$ cat src/sv/prefix_rolling_hash_mersenne61_core_defines.svh
// Assertion macros shared by the rolling hash core.
// Depends on nothing; included by the files that carry assertions.
`ifndef PREFIX_ROLLING_HASH_MERSENNE61_CORE_DEFINES_SVH
`define PREFIX_ROLLING_HASH_MERSENNE61_CORE_DEFINES_SVH

// General form with an explicit clock and active-low reset.
`define RHM_ASSERT_CLK(lbl, clk, rst_n, prop, msg) \
  lbl: assert property (@(posedge clk) disable iff (!rst_n) (prop)) else $error(msg);

// Short form for modules clocked by clk_i and reset by rst_ni.
`define RHM_ASSERT(lbl, prop, msg) `RHM_ASSERT_CLK(lbl, clk_i, rst_ni, prop, msg)

`endif

$ cat src/sv/rhm_pkg.sv
// Shared types and constants of the rolling hash core.
// Depends on nothing; imported by every module of the core.
package rhm_pkg;

  localparam int unsigned HASH_W = 61;
  localparam logic [HASH_W-1:0] MOD61 = {HASH_W{1'b1}};

  localparam logic [1:0] MODE_APPEND = 2'd0;
  localparam logic [1:0] MODE_QUERY  = 2'd1;
  localparam logic [1:0] MODE_CLEAR  = 2'd2;

  localparam logic [1:0] STATUS_OK    = 2'd0;
  localparam logic [1:0] STATUS_RANGE = 2'd1;
  localparam logic [1:0] STATUS_FULL  = 2'd2;

  typedef enum logic [2:0] {
    ST_IDLE,
    ST_READ,
    ST_APP_MUL1,
    ST_APP_MUL2,
    ST_QRY_MUL
  } state_e;

endpackage

$ cat src/sv/rhm_mulmod.sv
// Iterative multiplier modulo 2^61-1: one 32x32 partial product a cycle,
// then a three-step Mersenne reduction. Depends on rhm_pkg.
module rhm_mulmod (
  input  logic                      clk_i,
  input  logic                      rst_ni,
  input  logic                      start_i,
  input  logic [rhm_pkg::HASH_W-1:0] a_i,
  input  logic [rhm_pkg::HASH_W-1:0] b_i,
  output logic                      done_o,
  output logic [rhm_pkg::HASH_W-1:0] res_o
);
  import rhm_pkg::*;

  localparam int unsigned PROD_W = 2 * HASH_W;
  localparam logic [2:0] CNT_RED1 = 3'd4;
  localparam logic [2:0] CNT_RED2 = 3'd5;
  localparam logic [2:0] CNT_LAST = 3'd6;

  logic              active_q;
  logic [2:0]        cnt_q;
  logic [HASH_W-1:0] a_q, b_q;
  logic [PROD_W-1:0] acc_q;
  logic [HASH_W:0]   red_q;
  logic [HASH_W-1:0] res_q;
  logic              done_q;

  logic [31:0]       op_a, op_b;
  logic [63:0]       pp;
  logic [6:0]        shift;
  logic [PROD_W-1:0] term;
  logic [HASH_W:0]   red1, red2;
  logic [HASH_W-1:0] final_val;

  always_comb begin
    op_a  = cnt_q[1] ? {3'b000, a_q[HASH_W-1:32]} : a_q[31:0];
    op_b  = cnt_q[0] ? {3'b000, b_q[HASH_W-1:32]} : b_q[31:0];
    pp    = op_a * op_b;
    shift = (cnt_q[1] && cnt_q[0]) ? 7'd64 : ((cnt_q[1] || cnt_q[0]) ? 7'd32 : 7'd0);
    term  = PROD_W'(pp) << shift;
    red1  = {1'b0, acc_q[PROD_W-1:HASH_W]} + {1'b0, acc_q[HASH_W-1:0]};
    red2  = {{HASH_W{1'b0}}, red_q[HASH_W]} + {1'b0, red_q[HASH_W-1:0]};
    final_val = (red_q >= {1'b0, MOD61}) ? HASH_W'(red_q - {1'b0, MOD61})
                                         : red_q[HASH_W-1:0];
  end

  always_ff @(posedge clk_i or negedge rst_ni) begin
    if (!rst_ni) begin
      active_q <= 1'b0;
      cnt_q    <= '0;
      done_q   <= 1'b0;
    end else begin
      done_q <= active_q && (cnt_q == CNT_LAST);
      if (start_i) begin
        active_q <= 1'b1;
        cnt_q    <= '0;
      end else if (active_q) begin
        if (cnt_q == CNT_LAST) begin
          active_q <= 1'b0;
        end
        cnt_q <= cnt_q + 3'd1;
      end
    end
  end

  always_ff @(posedge clk_i) begin
    if (start_i) begin
      a_q   <= a_i;
      b_q   <= b_i;
      acc_q <= '0;
    end else if (active_q) begin
      if (cnt_q < CNT_RED1) begin
        acc_q <= acc_q + term;
      end else if (cnt_q == CNT_RED1) begin
        red_q <= red1;
      end else if (cnt_q == CNT_RED2) begin
        red_q <= red2;
      end else begin
        res_q <= final_val;
      end
    end
  end

  assign done_o = done_q;
  assign res_o  = res_q;

endmodule

$ cat config.mk
export PLATFORM = sky130hd
export DESIGN_NAME = rhm_mulmod
export DESIGN_NICKNAME = d
export VERILOG_FILES = /design/src/sv/prefix_rolling_hash_mersenne61_core_defines.svh /design/src/sv/rhm_pkg.sv /design/src/sv/rhm_mulmod.sv
export SDC_FILE = /design/constraint.sdc
export NUM_CORES = 2
export LEC_CHECK = 0
export ABC_CLOCK_PERIOD_IN_PS = 13900
export BUFFER_PORTS_ARGS = -buffer_cell sky130_fd_sc_hd__buf_4
export CAP_MARGIN = 20
export CORE_MARGIN = 2
export CORE_UTILIZATION = 30
export DETAILED_ROUTE_END_ITERATION = 8
export GPL_TIMING_DRIVEN = 0
export PLACE_DENSITY = 0.41
export SLEW_MARGIN = 25
export SYNTH_ARGS = -nofsm -noshare
export SYNTH_HDL_FRONTEND = slang
export SYNTH_SLANG_ARGS = --single-unit
export TNS_END_PERCENT = 50
$ cat constraint.sdc
create_clock -name clk_i -period 13.9 [get_ports clk_i]
set_input_delay 1.39 -clock clk_i [delete_from_list [all_inputs] [get_ports clk_i]]
set_output_delay 1.39 -clock clk_i [all_outputs]
set_load 0.005 [all_outputs]
# Word level (Yosys, flattened, before mapping)
# Cells that the tools add are included.
dict set report word_totals {
  regBits 372
  inputBits 125
  out_inout_bits 62
  elab_cells 44
}
dict set report op_classes {
  add_sub_neg 5
  mul 1
  order_cmp 2
  n_eq_ne 3
  shift 1
  muxes 12
  bitwise 4
  n_reduce_logical 8
}
# cell count
set ops {}
lappend ops {{62-bit two-way mux} 2}
lappend ops {{122-bit adder} 1}
lappend ops {{64-bit by 7-bit left shift with 122-bit output} 1}
lappend ops {{32-bit by 32-bit multiplier with 64-bit output} 1}
lappend ops {{32-bit two-way mux} 2}
lappend ops {{1-bit by 61-bit adder with 62-bit output} 1}
lappend ops {{61-bit by 61-bit adder with 62-bit output} 1}
lappend ops {{62-bit by 61-bit greater-or-equal comparator with 1-bit output, second input constant} 1}
lappend ops {{61-bit two-way mux} 1}
lappend ops {{61-bit subtractor, second input constant} 1}
lappend ops {{3-bit == test, second input constant} 3}
lappend ops {{7-bit two-way mux} 1}
lappend ops {{3-bit two-way mux} 2}
lappend ops {{6-bit two-way mux} 1}
lappend ops {{5-bit AND reduction} 1}
lappend ops {{1-bit NOT} 4}
lappend ops {{4-bit AND reduction} 1}
lappend ops {{2-bit nonzero test} 2}
lappend ops {{3-bit by 1-bit adder with 3-bit output, second input constant} 1}
lappend ops {{3-bit less-than comparator, second input constant} 1}
lappend ops {{1-bit two-way mux} 3}
lappend ops {{1-bit logical AND} 2}
lappend ops {{2-bit AND reduction} 1}
lappend ops {{1-bit logical OR} 1}

# Longest topological paths before layout
dict set report depth {
  ltp_word 5
  ltp_mapped 49
  depth_no_buf 44
}

# Worst setup path before layout
# No wires, ideal clock.
dict set report synth_timing {
  kind {reg-to-reg}
  startpoint {reg cnt_q[1]}
  endpoint {reg acc_q[119]}
  setup_ns 0.125
  arrival_ns 11.477
  t_required_ns 13.775
  setup_slack_ns 2.299
  stages_incl_launch_ff 48
  path_buffers 6
  synth_period_minus_slack_ns 11.601
  cell_sequence {dfrtp_1 clkbuf_1 buf_1 clkbuf_1 mux2i_1 clkbuf_1 nor2_1 fa_1 inv_1 fa_1 inv_1 fa_1 inv_1 fa_1 inv_1 fa_1 fa_1 fa_1 [12 not listed] a21o_1 a31oi_4 and4bb_1 or3_1 ha_1 clkbuf_1 a21oi_1 o21bai_1 a21oi_1 o21ai_0 a221o_1 a211oi_1 a211oi_1 nor3_1 o211ai_2 a221oi_2 xor2_1 o21ai_1}
}
dict set report synth_via {
  elab_chain_cells 5
  elab_cells_between_ends 10
  cone_classes {add/sub (1); mul (1); order compare (1); shift (1); mux (3); reduce/logical (3)}
}
# item line
set synth_lines {}
lappend synth_lines {{start: declaration} rhm_mulmod.sv:20} ;# logic [2:0] cnt_q;
lappend synth_lines {{start signal: assignment} rhm_mulmod.sv:60} ;# cnt_q <= cnt_q + 3'd1;
lappend synth_lines {{parallel branches: the longest is 5 deep, another holds 122-bit adder} -}
lappend synth_lines {{end signal: assignment} rhm_mulmod.sv:72} ;# acc_q <= acc_q + term;
lappend synth_lines {{end: declaration} rhm_mulmod.sv:22} ;# logic [PROD_W-1:0] acc_q;
# Parallel ways; which one is timed is not known.
# A chain may end at the register's enable or synchronous reset.

# Worst setup path after layout
# Same ends and word-level chain as after synthesis.

==> metrics.md <==
| Metric | Value |
|---|---|
| Relative slew slack | `between 20% and 30%` |
| GPL Wtd Cong | `around 0.96` |
| Sequential area share after synthesis | `between 10% and 20%` |
| # setup viols final | `0` |
| Register area | `between 9000 and 10,000 um^2` |
| Critical path's largest stage delay | `0.77 ns` |
| Worst-Margin Slew | `around 1.2 ns` |
| Fillers | `between 20,000 and 25,000` |
| HP Class | `reg -> reg` |
| Asr flop ratio synth | `roughly 1.3%` |
| CTS tree | `built` |
| Outcome | `finished clean` |
| Syn-to-layout area delta | `13.71%` |
| Total gr overflow | `0` |
| Mapped Cells | `about 7,000` |
| Die Y | `452.0 um` |
| Max cap viols | `0` |
| Yosys top cell by area | `fa_1` |
| Dpl cell area | `between 60,000 and 70,000 um^2` |
| CP Capture Type | `flip-flop` |
| DRC | `0` |
| First-pass GRT wire length | `372,300 um` |
| Yosys top cell area share | `approximately 30%` |
| CP required | `about 14 ns` |
| Post-synth EDFFs | `~250` |
| Port bufs | `between 150 and 200` |
| Num CTS Buffers | `50` |
| R2R Setup Slk | `0.29 ns` |
| Main synth FF type | `edfxtp_1` |
| Worst reg-to-reg path cell count | `43` |
| Synth unique cells | `105` |
| Worst Hold Endpoint | `acc_q[117]` |
| Crit path kind | `reg -> reg` |
| Warnings from Yosys | `0` |
| Total negative slack | `0 ns` |
| CTS Root Cell | `clkbuf_16` |
| Die area | `a little over 200,000 um^2` |
| Sink Count | `roughly 370` |
| Hold Path Origin | `acc_q[117]` |
| Total core area | `around 200,000 um^2` |
| Clk pin slew, worst setup/hold paths | `roughly 0.060 ns` |
| Initial Util | `30.16%` |
| Minimum clock period | `13.61 ns` |
| Largest cells by area after synthesis | `fa_1, edfxtp_1, ha_1` |
| CP Buf/Inv Count | `10` |
| CP top delay family | `adder cells` |
| Via count | `~52,000` |
| Worst slack, placed | `-1.864 ns` |
| DR pass1 iterations | `6` |
| Total GRT Usage | `approximately 25%` |
| Design Area, Final | `approximately 70,000 um^2` |
| Arrival time of the worst setup path | `14.16 ns` |
| Reg-to-Reg End | `acc_q[119]` |
| Critical R2R Launch | `cnt_q[1]` |
| Rows | `about 160` |
| Num ports | `~190` |
| Syn nets | `approximately 8,400` |
| Hold WS | `approximately 0.48 ns` |
| Worst Skew | `roughly 0.07 ns` |
| Post-Synthesis Cell Area | `around 60,000 um^2` |
| Critical Path Fanout Max | `10` |
| Chip width | `about 450 um` |
| Antenna-violating nets left | `0` |
| Detailed Place HPWL | `224,400 um` |
| Slowest CP cell | `clkdlybuf4s15_1` |
| Clk buf depth | `3` |
| Avg Inst Size Synth | `slightly below 9 um^2` |
| Crit path top cell by count | `fa_1` |
| Seq cells post-synth | `about 370` |
| Pin count of the biggest net entering global routing | `65` |
| Fin nets | `about 8,700` |
| DRT Wirelength | `261,900 um` |
| Vias in the first global route | `51,270` |
| Via density | `between 5 and 6` |
| Initial antenna violation count | `20` |
| Wire per inst | `about 26 um` |
| CTS H-tree lvls | `2` |
| Clk_lat worst skew | `around 0.73 ns` |
| Layout cell share with drive strength beyond 1 | `9.500%` |
| CP Launch Type | `flip-flop` |
| Multi-input gate area | `45,950 um^2` |
| Period utilisation layout | `between 90% and 100%` |
| Pins Over Slew Limit | `0` |
| Hold depth | `2` |
| Slack of the critical path | `between 0.2 and 0.3 ns` |
| Max Freq | `approximately 73 MHz` |
| Hold Fails Final Rpt | `0` |
| Number of DRC markers in iteration 0 | `between 4,000 and 5,000` |
-- cells in the final DEF (no fill, tap or decap), drive strengths merged, types with 47 or more instances in the layout --
| cell type | instances |
|---|---|
| a21o | 133 |
| o21ai | 260 |
| nand2 | 953 |
| nand3 | 76 |
| nor3 | 55 |
| inv | 1004 |
| buf | 287 |
| a21oi | 369 |
| ha | 452 |
| fa | 898 |
| edfxtp | 245 |
| xor2 | 180 |
| nor2 | 819 |
| dfxtp | 122 |
| a31oi | 47 |
| mux2 | 72 |
| and2 | 59 |
| clkbuf | 353 |
| xnor2 | 174 |
| o21bai | 58 |
| nand4 | 111 |
| mux2i | 69 |
-- worst register-to-register path, delay by kind of cell, from the launching register on --
kind / cells / cell delay (ns)
DFF: 1 / 0.39
adders and majority gates: 10 / 4.84
muxes: 2 / 0.54
AOI/OAI and AO/OA: 10 / 2.94
and+or+nand+nor: 9 / 2.04
xor gates and xnor gates: 2 / 0.41
buffers and inverters: 10 / 2.29
-- layer usage --
| metal | vias to the layer above | global-route usage (%) | wire (um) |
|---|---|---|---|
| li1 | 23110 | - | - |
| met1 | 26590 | 37.31 | 122000 |
| met2 | 1634 | 38.11 | 113900 |
| met3 | 276 | 4.026 | 18430 |
| met4 | 2 | 6.924 | 7578 |
| met5 | - | 0 | 8 |
-- kinds of logic after synthesis --
kind of cell             synth area share (%)
AND/OR/NAND/NOR                         16.18
buffers and inverters                   8.510
adder cells (fa/ha/maj)                 39.25
AO/OA/AOI/OAI                           11.93
flip-flops                              16.48
XOR/XNOR                                5.150
multiplexers                            2.494
-- sequential cells by signal (all words and copies together) (netlist names) --
signal	flops
a_q	61
active_q	1
res_o	61
done_o	1
cnt_q	3
b_q	61
red_q	62
acc_q	122
-- how the worst max path moves through the flow --
stage / cells after the start / startpoint / end / slack (ns)
3_5_place_dp: 44 / cnt_q[1] / acc_q[119] / -1.86
6_report: 43 / cnt_q[1] / acc_q[119] / 0.29
2_1_floorplan: 47 / cnt_q[1] / acc_q[119] / 2.30
5_1_grt: 47 / cnt_q[0] / acc_q[119] / -0.02
3_3_place_gp: 43 / cnt_q[1] / acc_q[119] / -3.43
4_1_cts: 43 / cnt_q[0] / acc_q[95] / -0.05
-- cells in the mapped netlist (110+ instances only) --
master / n
nand2_1: 951
edfxtp_1: 245
xnor2_1: 174
a21o_1: 133
fa_1: 898
clkbuf_1: 307
inv_1: 1002
nor2_1: 818
nand4_1: 110
ha_1: 452
xor2_1: 180
dfxtp_1: 122
a21oi_1: 367
o21ai_0: 227
-- what timing repair did --
action / 4_1_cts / 5_1_grt
gates resized for setup: 110 / 142
setup buffers: 3 / 24
hold buffers: 0 / 0
setup endpoints to repair: 73 / 44
pin swaps: 0 / 5
-- metrics by stage --
| step | std cells | util, % |
|---|---|---|
| finish | 9948 | 34.29 |
| detailed placement | 9833 | 32.92 |
| global route | 9941 | 34.28 |
| global placement | 9807 | 32.52 |
| floorplan | 6965 | - |
| CTS | 9926 | 34.02 |
-- area by class of cell --
type / count / share of cell area, %
Multi-Input combinational cell: 5238 / 67.12
Antenna cell: 8 / 0.02924
Inverter: 1003 / 5.505
Clock inverter: 30 / 0.6908
Buffer: 340 / 2.242
Timing Repair Buffer: 239 / 3.100
Sequential cell: 372 / 14.50
Clock buffer: 62 / 1.967
Tap cell: 2656 / 4.854
Power is not shown: default switching activity piles up to over one toggle a cycle in this logic, so the estimate is an artifact.
